$ cat src/rtl/vlct_pkg.sv
// ----------------------------------------------------------------------------
// Voxel light package
// Shared types, sizes and helpers for the voxel light inject and cone trace
// unit.
// ----------------------------------------------------------------------------
package vlct_pkg;

   // Grid geometry.
   localparam int GRID_SIDE = 16;
   localparam int GRID_BITS = $clog2(GRID_SIDE);
   localparam int CELL_W    = 3 * GRID_BITS;
   localparam int CELLS     = GRID_SIDE * GRID_SIDE * GRID_SIDE;
   localparam int CNT_W     = (GRID_BITS > 1) ? $clog2(GRID_BITS) : 1;

   // Field and datapath widths.
   localparam int EDGE_W  = 16;
   localparam int SUM_W   = 24;
   localparam int LIM_W   = EDGE_W + GRID_BITS;
   localparam int PROD_W  = 16 + LIM_W + 1;
   localparam int PT_W    = 24;
   localparam int REM_W   = PT_W - 1;
   localparam int WIDTH_W = LIM_W + 16 - 11;
   localparam int DIST_W  = WIDTH_W + 1;
   localparam int MEM_W   = 3 * SUM_W + 1;

   localparam logic [EDGE_W-1:0] EDGE_RESET = 16'd256;
   localparam logic [SUM_W-1:0]  SUM_MAX    = 24'hFFFFFF;

   // Request commands.
   localparam logic CMD_INJECT = 1'b0;
   localparam logic CMD_TRACE  = 1'b1;

   typedef struct packed {
      logic                cmd;
      logic signed [15:0]  pos_x;
      logic signed [15:0]  pos_y;
      logic signed [15:0]  pos_z;
      logic [15:0]         light_red;
      logic [15:0]         light_green;
      logic [15:0]         light_blue;
      logic [15:0]         strength;
      logic signed [15:0]  dir_x;
      logic signed [15:0]  dir_y;
      logic signed [15:0]  dir_z;
      logic [15:0]         cone_spread;
   } req_type;

   typedef struct packed {
      logic [SUM_W-1:0] out_red;
      logic [SUM_W-1:0] out_green;
      logic [SUM_W-1:0] out_blue;
   } rsp_type;

   // Controller to datapath commands.
   typedef struct packed {
      logic take;
      logic clear;
      logic mul;
      logic pt;
      logic div;
      logic rd;
      logic eval;
      logic put;
   } cmd_type;

   // Datapath to controller status.
   typedef struct packed {
      logic item_cmd;
      logic clr_last;
      logic div_last;
      logic march_end;
      logic out_free;
   } sts_type;

   typedef enum logic [7:0] {
      S_CLEAR = 8'b0000_0001,
      S_IDLE  = 8'b0000_0010,
      S_MUL   = 8'b0000_0100,
      S_PT    = 8'b0000_1000,
      S_DIV   = 8'b0001_0000,
      S_RD    = 8'b0010_0000,
      S_EVAL  = 8'b0100_0000,
      S_PUT   = 8'b1000_0000
   } state_type;

   // Saturating add of two light sums.
   function automatic logic [SUM_W-1:0] sat_add(input logic [SUM_W-1:0] a,
                                                 input logic [SUM_W-1:0] b);
      logic [SUM_W:0] s;
      s = {1'b0, a} + {1'b0, b};
      return s[SUM_W] ? SUM_MAX : s[SUM_W-1:0];
   endfunction

endpackage

$ cat src/rtl/vlct_ctrl.sv
// ----------------------------------------------------------------------------
// Voxel light controller
// Sequences the clearing pass, the inject and the cone march steps.
// ----------------------------------------------------------------------------
module vlct_ctrl (
   input  logic              clock,
   input  logic              reset,
   input  logic              req_valid,
   output logic              req_stall,
   input  vlct_pkg::sts_type sts,
   output vlct_pkg::cmd_type cmd
);
   import vlct_pkg::*;

   state_type state_ff, state_in;

   // Next state and commands.
   always_comb begin
      state_in = state_ff;
      cmd      = '0;
      case (state_ff)
         S_CLEAR: begin
            cmd.clear = 1'b1;
            if (sts.clr_last) begin
               state_in = S_IDLE;
            end
         end
         S_IDLE: begin
            if (req_valid) begin
               cmd.take = 1'b1;
               state_in = S_MUL;
            end
         end
         S_MUL: begin
            cmd.mul  = 1'b1;
            state_in = S_PT;
         end
         S_PT: begin
            cmd.pt   = 1'b1;
            state_in = S_DIV;
         end
         S_DIV: begin
            cmd.div = 1'b1;
            if (sts.div_last) begin
               state_in = S_RD;
            end
         end
         S_RD: begin
            cmd.rd   = 1'b1;
            state_in = S_EVAL;
         end
         S_EVAL: begin
            cmd.eval = 1'b1;
            if (sts.item_cmd == CMD_INJECT) begin
               state_in = S_IDLE;
            end else if (sts.march_end) begin
               state_in = S_PUT;
            end else begin
               state_in = S_MUL;
            end
         end
         S_PUT: begin
            if (sts.out_free) begin
               cmd.put  = 1'b1;
               state_in = S_IDLE;
            end
         end
         default: begin
            state_in = S_IDLE;
         end
      endcase
   end

   assign req_stall = (state_ff != S_IDLE);

   // State register.
   always_ff @(posedge clock) begin
      if (reset) begin
         state_ff <= S_CLEAR;
      end else begin
         state_ff <= state_in;
      end
   end

endmodule

$ cat config.mk
export PLATFORM = sky130hd
export DESIGN_NAME = vlct_ctrl
export DESIGN_NICKNAME = d
export VERILOG_FILES = /design/src/rtl/vlct_pkg.sv /design/src/rtl/vlct_ctrl.sv
export SDC_FILE = /design/constraint.sdc
export NUM_CORES = 1
export LEC_CHECK = 0
export BUFFER_PORTS_ARGS = -buffer_cell sky130_fd_sc_hd__buf_4
export CAP_MARGIN = 10
export CORE_ASPECT_RATIO = 1.5
export CORE_MARGIN = 4
export CORE_UTILIZATION = 25
export DETAILED_ROUTE_END_ITERATION = 12
export SYNTH_ARGS = -nofsm -noshare
export SYNTH_HDL_FRONTEND = slang
export SYNTH_SLANG_ARGS = --single-unit
$ cat constraint.sdc
create_clock -name clock -period 2.9 [get_ports clock]
set_clock_uncertainty 0.05 [all_clocks]
set_input_delay 0.87 -clock clock [delete_from_list [all_inputs] [get_ports clock]]
set_output_delay 0.87 -clock clock [all_outputs]
set_load 0.02 [all_outputs]
# Word level (Yosys, flattened, before mapping)
# Cells that the tools add are included.
[classes] n_eq_ne=13 mux=17 reduce_logical=1
[ops] operator="one-hot mux 8 bit (8 select lines)" n=1
[ops] operator="two-way mux 8 bit" n=6
[ops] operator="two-way mux 1 bit" n=10
[ops] operator="equality test 8 x 1 -> 1 bit (second input constant)" n=1
[ops] operator="equality test 8 x 2 -> 1 bit (second input constant)" n=1
[ops] operator="equality test 8 x 3 -> 1 bit (second input constant)" n=1
[ops] operator="equality test 8 x 4 -> 1 bit (second input constant)" n=1
[ops] operator="equality test 8 x 5 -> 1 bit (second input constant)" n=1
[ops] operator="equality test 8 x 6 -> 1 bit (second input constant)" n=1
[ops] operator="equality test 8 x 7 -> 1 bit (second input constant)" n=1
[ops] operator="equality test 8 bit (second input constant)" n=1
[ops] operator="!= test 2 bit (second input constant)" n=4
[ops] operator="!= test 8 x 2 -> 1 bit (second input constant)" n=1
[ops] operator="AND reduction 4 bit" n=1
[word_totals] register_bits=8 inputBits=8 output_inout_bits=9 word_cells=32

# Logic depth before layout (Yosys ltp)
# Gate-level depths: netlist of run 1.
[logic_depth] depth_word=3 ltp_mapped=5 mapped_depth_nobuf=5

# Least setup slack after synthesis of run 1
# Ideal clock, no wire load.
[synth_path] path_kind="register -> output" start="reg state_ff[4]" end="out cmd[5] (netlist name)" t_arrival_ns=1.428 required_time_ns=1.980 slack_ns=0.552 path_stages_with_launch=4 n_path_buf=0 path_cell_list="dfxtp_1 -> nor4_4 -> nand2_1 -> nor3b_1"
[synth_lines] item="from (decl)" line_no="vlct_ctrl.sv:15" source="state_type state_ff, state_in;"
[synth_lines] item="from (signal assigned)" line_no="vlct_ctrl.sv:81" source="state_ff <= state_in;"
[synth_lines] item="to (decl)" line_no="vlct_ctrl.sv:11" source="output vlct_pkg::cmd_type cmd"

==> impl_results.rst, run 1 <==
.. list-table::
   :header-rows: 1

   * - Metric
     - Value
   * - Hold-fix buffers at CTS
     - 0
   * - Layout overhead on the synthesized area
     - 34.18%
   * - Headroom to the max-slew limit
     - 0.5937
   * - Post-synth EDFFs
     - 0
   * - Horizontal extent of the die
     - 44.31 um
   * - Sequential Area
     - between 150 and 200 um^2
   * - Async SR Flop Fraction
     - 0
   * - Routed length per placed instance
     - 12.88 um
   * - Clock tree from TritonCTS
     - yes
   * - RD Place Congestion
     - 0.7787
   * - Initial core utilization
     - 0.2665
   * - Flip-flop and latch count after synthesis
     - 8
   * - Least setup slack across all paths after layout
     - 0.2342 ns
   * - I/O pin total
     - 17
   * - Clock transition at path regs
     - ~0.060 ns
   * - Buffer depth of the longest clock path
     - 2
   * - Residual DRC count
     - 0
   * - Core footprint
     - 1854 um^2
   * - Data arrival time of the critical path
     - roughly 1.8 ns
   * - Source of the worst register-to-register timing path
     - state_ff[1]$_SDFFE_PP0P_
   * - Clock insertion delay at the later pin of the skew report
     - 0.26 ns
   * - Register-to-register setup slack
     - approximately 1.1 ns
   * - Count of yosys warnings during synthesis
     - 0
   * - Library cells used by synthesis
     - 25
   * - Number of nets produced by synthesis
     - 65
   * - Pin count of the biggest net entering global routing
     - 8
   * - Total routing resource utilization after global routing
     - 0.1014
   * - Register with the highest flop count
     - state_ff
   * - Diode count
     - 0
   * - Hold slack final
     - ~0.53 ns
   * - Vias in the first global route
     - slightly above 500
   * - Total wire length
     - between 1000 and 1500 um
   * - Total iterations of the first detailed-routing run
     - 4
   * - Fin crit period
     - ~2.7 ns
   * - HPWL after detailed placement
     - 959.4 um
   * - DRC marker count from the first detailed-route iteration
     - 5
   * - Sequential area share after synthesis
     - 0.3241
   * - Combined area of all synthesized cells
     - between 400 and 500 um^2
   * - Path type of the worst setup path
     - reg2out
   * - PostCTS Resize Cnt
     - 0
   * - Synth top cells by count
     - sky130_fd_sc_hd__dfxtp_1 (8), sky130_fd_sc_hd__nor2_1 (7), sky130_fd_sc_hd__inv_1 (5), sky130_fd_sc_hd__nand3_1 (5)
   * - Number of nets in the final layout
     - between 80 and 90
   * - Synthesized area per cell
     - between 8 and 9 um^2
   * - Number of sinks on the clock net
     - 8
   * - Count of buffers from port buffering
     - 16
   * - Setup Viol. Count Final
     - 0
   * - Critical R2R Capture
     - state_ff[1]$_SDFFE_PP0P_
   * - Fraction of layout instances using a drive strength above 1
     - 0.2895
   * - P_leak
     - just over 0.3 nW
   * - Prevailing post-synth register cell
     - sky130_fd_sc_hd__dfxtp_1
   * - Maximum fanout encountered on the critical timing path
     - 7
   * - Average vias per placed instance
     - between 5 and 6
   * - Flip-flop count of the largest register after layout
     - 8
   * - Area contributors post-synth
     - sky130_fd_sc_hd__dfxtp_1 (32%), sky130_fd_sc_hd__nor2_1 (5.3%), sky130_fd_sc_hd__nand4b_1 (5.3%)
   * - Unrepaired setup endpoints after global routing
     - false
   * - Run status
     - completed
   * - Min-Delay Path Depth
     - 1
   * - Yosys top cell by area
     - sky130_fd_sc_hd__dfxtp_1
   * - Number of clock buffers inserted by TritonCTS
     - 3
   * - Power per Cell Area
     - ~400 nW/um^2
   * - Global route overflow
     - 0
   * - Clock tree root driver cell
     - sky130_fd_sc_hd__clkbuf_4
   * - Portion of the clock cycle consumed by the worst path in the final layout
     - 0.9193
   * - Post-CTS setup buffer count
     - 0
   * - Beginning of the worst hold path
     - state_ff[2]$_SDFFE_PP0P_
   * - Total number of vias
     - about 500
   * - Total power after layout
     - around 0.27 mW
   * - Global-route wire length before repair
     - 2118 um
   * - Most repeated cell in the gate-level netlist after synthesis
     - sky130_fd_sc_hd__dfxtp_1
   * - Number of core rows
     - 19
   * - Sort of element at the end of the critical path
     - output pin
   * - Hold endpoint
     - state_ff[3]$_SDFFE_PP0P_
   * - Least-Margin Pin Slew
     - between 0.6 and 0.7 ns
   * - Largest registers in the final layout
     - state_ff x8
   * - Area share of the largest cell type after synthesis
     - 0.3241
   * - Max Cap Viol
     - 0
   * - Remaining antenna violation count
     - 0
   * - Tightest Hold Check Type
     - reg2reg
   * - Worst setup slack before clock tree synthesis
     - about 0.51 ns
   * - Filler Cell Count
     - between 200 and 250
   * - Number of antenna violations at the first check in global routing
     - 0
   * - Final Hold Vio Count
     - 0
   * - Footprint of the multi-input gates
     - roughly 320 um^2
   * - Number of cells on the worst reg-to-reg path
     - 4
   * - Required time at the worst-slack endpoint
     - 1.98 ns
   * - Final number of max-transition violations
     - 0
   * - Clock H-tree levels
     - 1
   * - Mapped Cells
     - between 50 and 60
   * - IR drop worst, VDD
     - about 0.00026 V
   * - Die Height
     - about 62 um
   * - Total negative slack for setup checks
     - 0 ns
   * - Die area
     - roughly 2800 um^2
   * - Kind of launch point of the worst setup path
     - flip-flop
   * - Highest clock rate
     - about 380 MHz
[routing by layer]
metal,part of all wire,global-route usage,vias to the layer above
met5,0,0,-
met3,0.081,0.02017,2
met4,0.012,0.06792,0
met2,0.50,0.1533,25
met1,0.40,0.1243,230
li1,-,-,250
[how the worst max path moves through the flow]
stage / end / depth (start not counted) / startpoint
after CTS: cmd[1] / 4 / state_ff[1]$_SDFFE_PP0P_
after detailed placement: cmd[1] / 4 / state_ff[1]$_SDFFE_PP0P_
after floorplan: cmd[5] / 3 / state_ff[4]$_SDFFE_PP0P_
after global placement: cmd[5] / 4 / state_ff[4]$_SDFFE_PP0P_
after global routing: cmd[1] / 4 / state_ff[1]$_SDFFE_PP0P_
final: cmd[1] / 4 / state_ff[1]$_SDFFE_PP0P_
[kinds of logic after synthesis]
group / Yosys count / share of synthesized area
flops: 8 / 0.3240
compound gates: 7 / 0.09621
xor+xnor: 2 / 0.03545
buf+inv: 5 / 0.03798
simple gates: 35 / 0.5063
[cell type report]
| cell class | instances | area share |
|---|---|---|
| multi-input cells | 44 | 0.4755 |
| flip-flops and latches | 8 | 0.2415 |
| repair buffers | 16 | 0.1811 |
| well taps | 21 | 0.03962 |
| inverters | 5 | 0.02830 |
| clock buffers | 3 | 0.03396 |
[critical path: stages, from the launching register on]
cell and delay, ns:
sky130_fd_sc_hd__dfxtp_1 0.37, sky130_fd_sc_hd__nor4_2 0.58, sky130_fd_sc_hd__nand3_1 0.22, sky130_fd_sc_hd__inv_1 0.16
sky130_fd_sc_hd__buf_4 0.16
[layout by cell type, fill, tap and decap left out, drive strengths merged]
cell type and instances:
buf 16, o32a 1, and3 1, xor2 2, nand2b 1, nor3b 3, nand4b 4, nor4 2
clkbuf 3, nor4b 2, nor2 7, and4b 1, inv 5, a21oi 3, nand3 5, nand3b 2
or3 1, o211ai 1, a21o 1, dfxtp 8, nand4 1, a22oi 1, nand2 2, nor3 1
nor2b 2
[per-stage QoR]
stage	utilization	std cells	instance area, um^2
2_1_floorplan	-	57	494.2
3_3_place_gp	0.3455	94	640.6
3_5_place_dp	0.3455	94	640.6
4_1_cts	0.3576	97	663.1
5_1_grt	0.3576	97	663.1
6_report	0.3576	97	663.1
[report_power, final]
group	switching, mW	internal (mW)
clock network	0.0393	0.0475
registers	0.00775	0.115
logic	0.0288	0.0276
Power figures use the tool's default switching activity.
==> inputs of run 2 (changes only) <==
SKIP_CTS_REPAIR_TIMING = 1   (was unset)
clock period = 3.1 ns   (was 2.9 ns; I/O delays follow)
==> impl_results.rst, run 2 (same netlist as run 1, synthesis figures left out) <==
.. list-table::
   :header-rows: 1

   * - Metric
     - Value
   * - Vias in the first global route
     - 505 (+0.20%)
   * - DRC marker count from the first detailed-route iteration
     - 9 (+4)
   * - P_leak
     - 0.3064 nW (unchanged)
   * - I/O pin total
     - 17 (unchanged)
   * - Highest clock rate
     - between 300 and 400 MHz
   * - Final number of max-transition violations
     - 0 (unchanged)
   * - Min-Delay Path Depth
     - 1 (unchanged)
   * - Core footprint
     - 1854 um^2 (unchanged)
   * - Clock insertion delay at the later pin of the skew report
     - 0.26 ns (about the same)
   * - Global-route wire length before repair
     - 2145 um (+1.3%)
   * - Post-route standard cell area excluding fillers
     - 663.1 um^2 (unchanged)
   * - Headroom to the max-slew limit
     - 0.6120 (+0.01832)
   * - Largest registers in the final layout
     - state_ff x8
   * - IR drop worst, VDD
     - 0.0002692 V (+2.4%)
   * - Tightest Hold Check Type
     - reg2reg
   * - Residual DRC count
     - 0 (unchanged)
   * - Register with the highest flop count
     - state_ff
   * - Total negative slack for setup checks
     - 0 ns (unchanged)
   * - Data arrival time of the critical path
     - 1.72 ns (-0.03 ns)
   * - Path type of the worst setup path
     - reg2out
   * - Number of antenna violations at the first check in global routing
     - 0 (unchanged)
   * - Run status
     - completed
   * - Required time at the worst-slack endpoint
     - 2.12 ns (+0.14 ns)
   * - Kind of launch point of the worst setup path
     - flip-flop
   * - Number of sinks on the clock net
     - 8 (unchanged)
   * - Average vias per placed instance
     - 5.175 (-0.99%)
   * - Sort of element at the end of the critical path
     - output pin
   * - Final Hold Vio Count
     - 0 (unchanged)
   * - Routed length per placed instance
     - 12.89 um (about the same)
   * - Clock tree root driver cell
     - sky130_fd_sc_hd__clkbuf_4
   * - Number of nets in the final layout
     - 86 (unchanged)
   * - Die area
     - 2767 um^2 (unchanged)
   * - Total iterations of the first detailed-routing run
     - 3 (-1)
   * - Fin crit period
     - between 2 and 3 ns
   * - Unrepaired setup endpoints after global routing
     - false
   * - Number of core rows
     - 19 (unchanged)
   * - Most frequent cells in the layout
     - sky130_fd_sc_hd__buf_4 (16), sky130_fd_sc_hd__dfxtp_1 (8), sky130_fd_sc_hd__nor2_1 (7)
   * - Max Cap Viol
     - 0 (unchanged)
   * - Horizontal extent of the die
     - 44.31 um (unchanged)
   * - Clock H-tree levels
     - 1 (unchanged)
   * - Layout overhead on the synthesized area
     - 34.18% (unchanged)
   * - Initial core utilization
     - 0.2665 (unchanged)
   * - Portion of the clock cycle consumed by the worst path in the final layout
     - 0.8717
   * - Total routing resource utilization after global routing
     - 0.1031 (+0.001747)
   * - Setup Viol. Count Final
     - 0 (unchanged)
   * - Placed cell area
     - 640.6 um^2 (unchanged)
   * - Number of cells on the worst reg-to-reg path
     - 4 (unchanged)
   * - Total wire length
     - 1250 um (about the same)
   * - Most common cell after layout, fill and taps aside
     - sky130_fd_sc_hd__buf_4
   * - HPWL after detailed placement
     - 972.2 um (+1.3%)
   * - Power per Cell Area
     - 378.4 nW/um^2 (-5.4%)
   * - Count of buffers from port buffering
     - 16 (unchanged)
   * - RD Place Congestion
     - 0.7614 (-2.2%)
   * - Least-Margin Pin Slew
     - 0.5772 ns (-0.02725 ns)
   * - Flip-flop count of the largest register after layout
     - 8 (unchanged)
   * - Number of clock buffers inserted by TritonCTS
     - 3 (unchanged)
   * - Die Height
     - 62.46 um (unchanged)
   * - Clock transition at path regs
     - 0.05 ns (about the same)
   * - Filler Cell Count
     - 217 (+8.0%)
   * - Total number of vias
     - 502 (-0.99%)
   * - Maximum fanout encountered on the critical timing path
     - 7 (unchanged)
   * - Clock tree from TritonCTS
     - yes
   * - Remaining antenna violation count
     - 0 (unchanged)
   * - Pin count of the biggest net entering global routing
     - 8 (unchanged)
   * - Buffer depth of the longest clock path
     - 2 (unchanged)
   * - Fraction of layout instances using a drive strength above 1
     - 0.2895 (unchanged)
   * - Diode count
     - 0 (unchanged)
   * - Global route overflow
     - 0 (unchanged)
run 2: metrics by stage:
stage / cells / setup slack (ns) / power [mW] / util / hold slack (ns)
after floorplan: 57 / 0.6917 / 0.1474 / - / 0.4709
after global placement: 94 / 0.7374 / 0.1695 / 0.3455 / 0.5108
after detailed placement: 94 / 0.6990 / 0.1694 / 0.3455 / 0.5192
after CTS: 97 / 0.4013 / 0.2535 / 0.3576 / 0.5290
after global routing: 97 / 0.2490 / 0.2610 / 0.3576 / 0.5438
final: 97 / 0.3976 / 0.2509 / 0.3576 / 0.5344
run 2: final cells by class:
| class | instances | area [um^2] | share of cell area |
|---|---|---|---|
| clock buffers | 3 | 22.52 | 0.03396 |
| flip-flops and latches | 8 | 160.2 | 0.2415 |
| well taps | 21 | 26.28 | 0.03962 |
| inverters | 5 | 18.77 | 0.02830 |
| multi-input cells | 44 | 315.3 | 0.4755 |
| repair buffers | 16 | 120.1 | 0.1811 |
run 2: worst paths after layout:
check,start,to,slack (ns)
worst max-delay path,state_ff[1]$_SDFFE_PP0P_,cmd[1],0.40
worst min-delay path,state_ff[2]$_SDFFE_PP0P_,state_ff[3]$_SDFFE_PP0P_,0.53
worst max register to register,state_ff[1]$_SDFFE_PP0P_,state_ff[1]$_SDFFE_PP0P_,1.36
worst min register to register,state_ff[2]$_SDFFE_PP0P_,state_ff[3]$_SDFFE_PP0P_,0.53
run 2: report_power, final:
part           internal (mW)  switching [mW]  leakage (nW)
combinational         0.0258          0.0272         0.227
sequential             0.107         0.00738        0.0652
clock                 0.0445          0.0389        0.0138
run 2: metal layers:
layer | GRT usage | part of all wire | vias up
met1 | 0.1193 | 0.40 | 231
met5 | 0 | 0 | -
met4 | 0.06792 | 0.030 | 0
li1 | - | - | 250
met2 | 0.1588 | 0.51 | 16
met3 | 0.02882 | 0.065 | 5
run 2: critical path, stage by stage, from the launching register on:
cell and delay [ns]:
sky130_fd_sc_hd__dfxtp_1 0.37, sky130_fd_sc_hd__nor4_2 0.56, sky130_fd_sc_hd__nand3_1 0.23, sky130_fd_sc_hd__inv_1 0.14
sky130_fd_sc_hd__buf_4 0.15
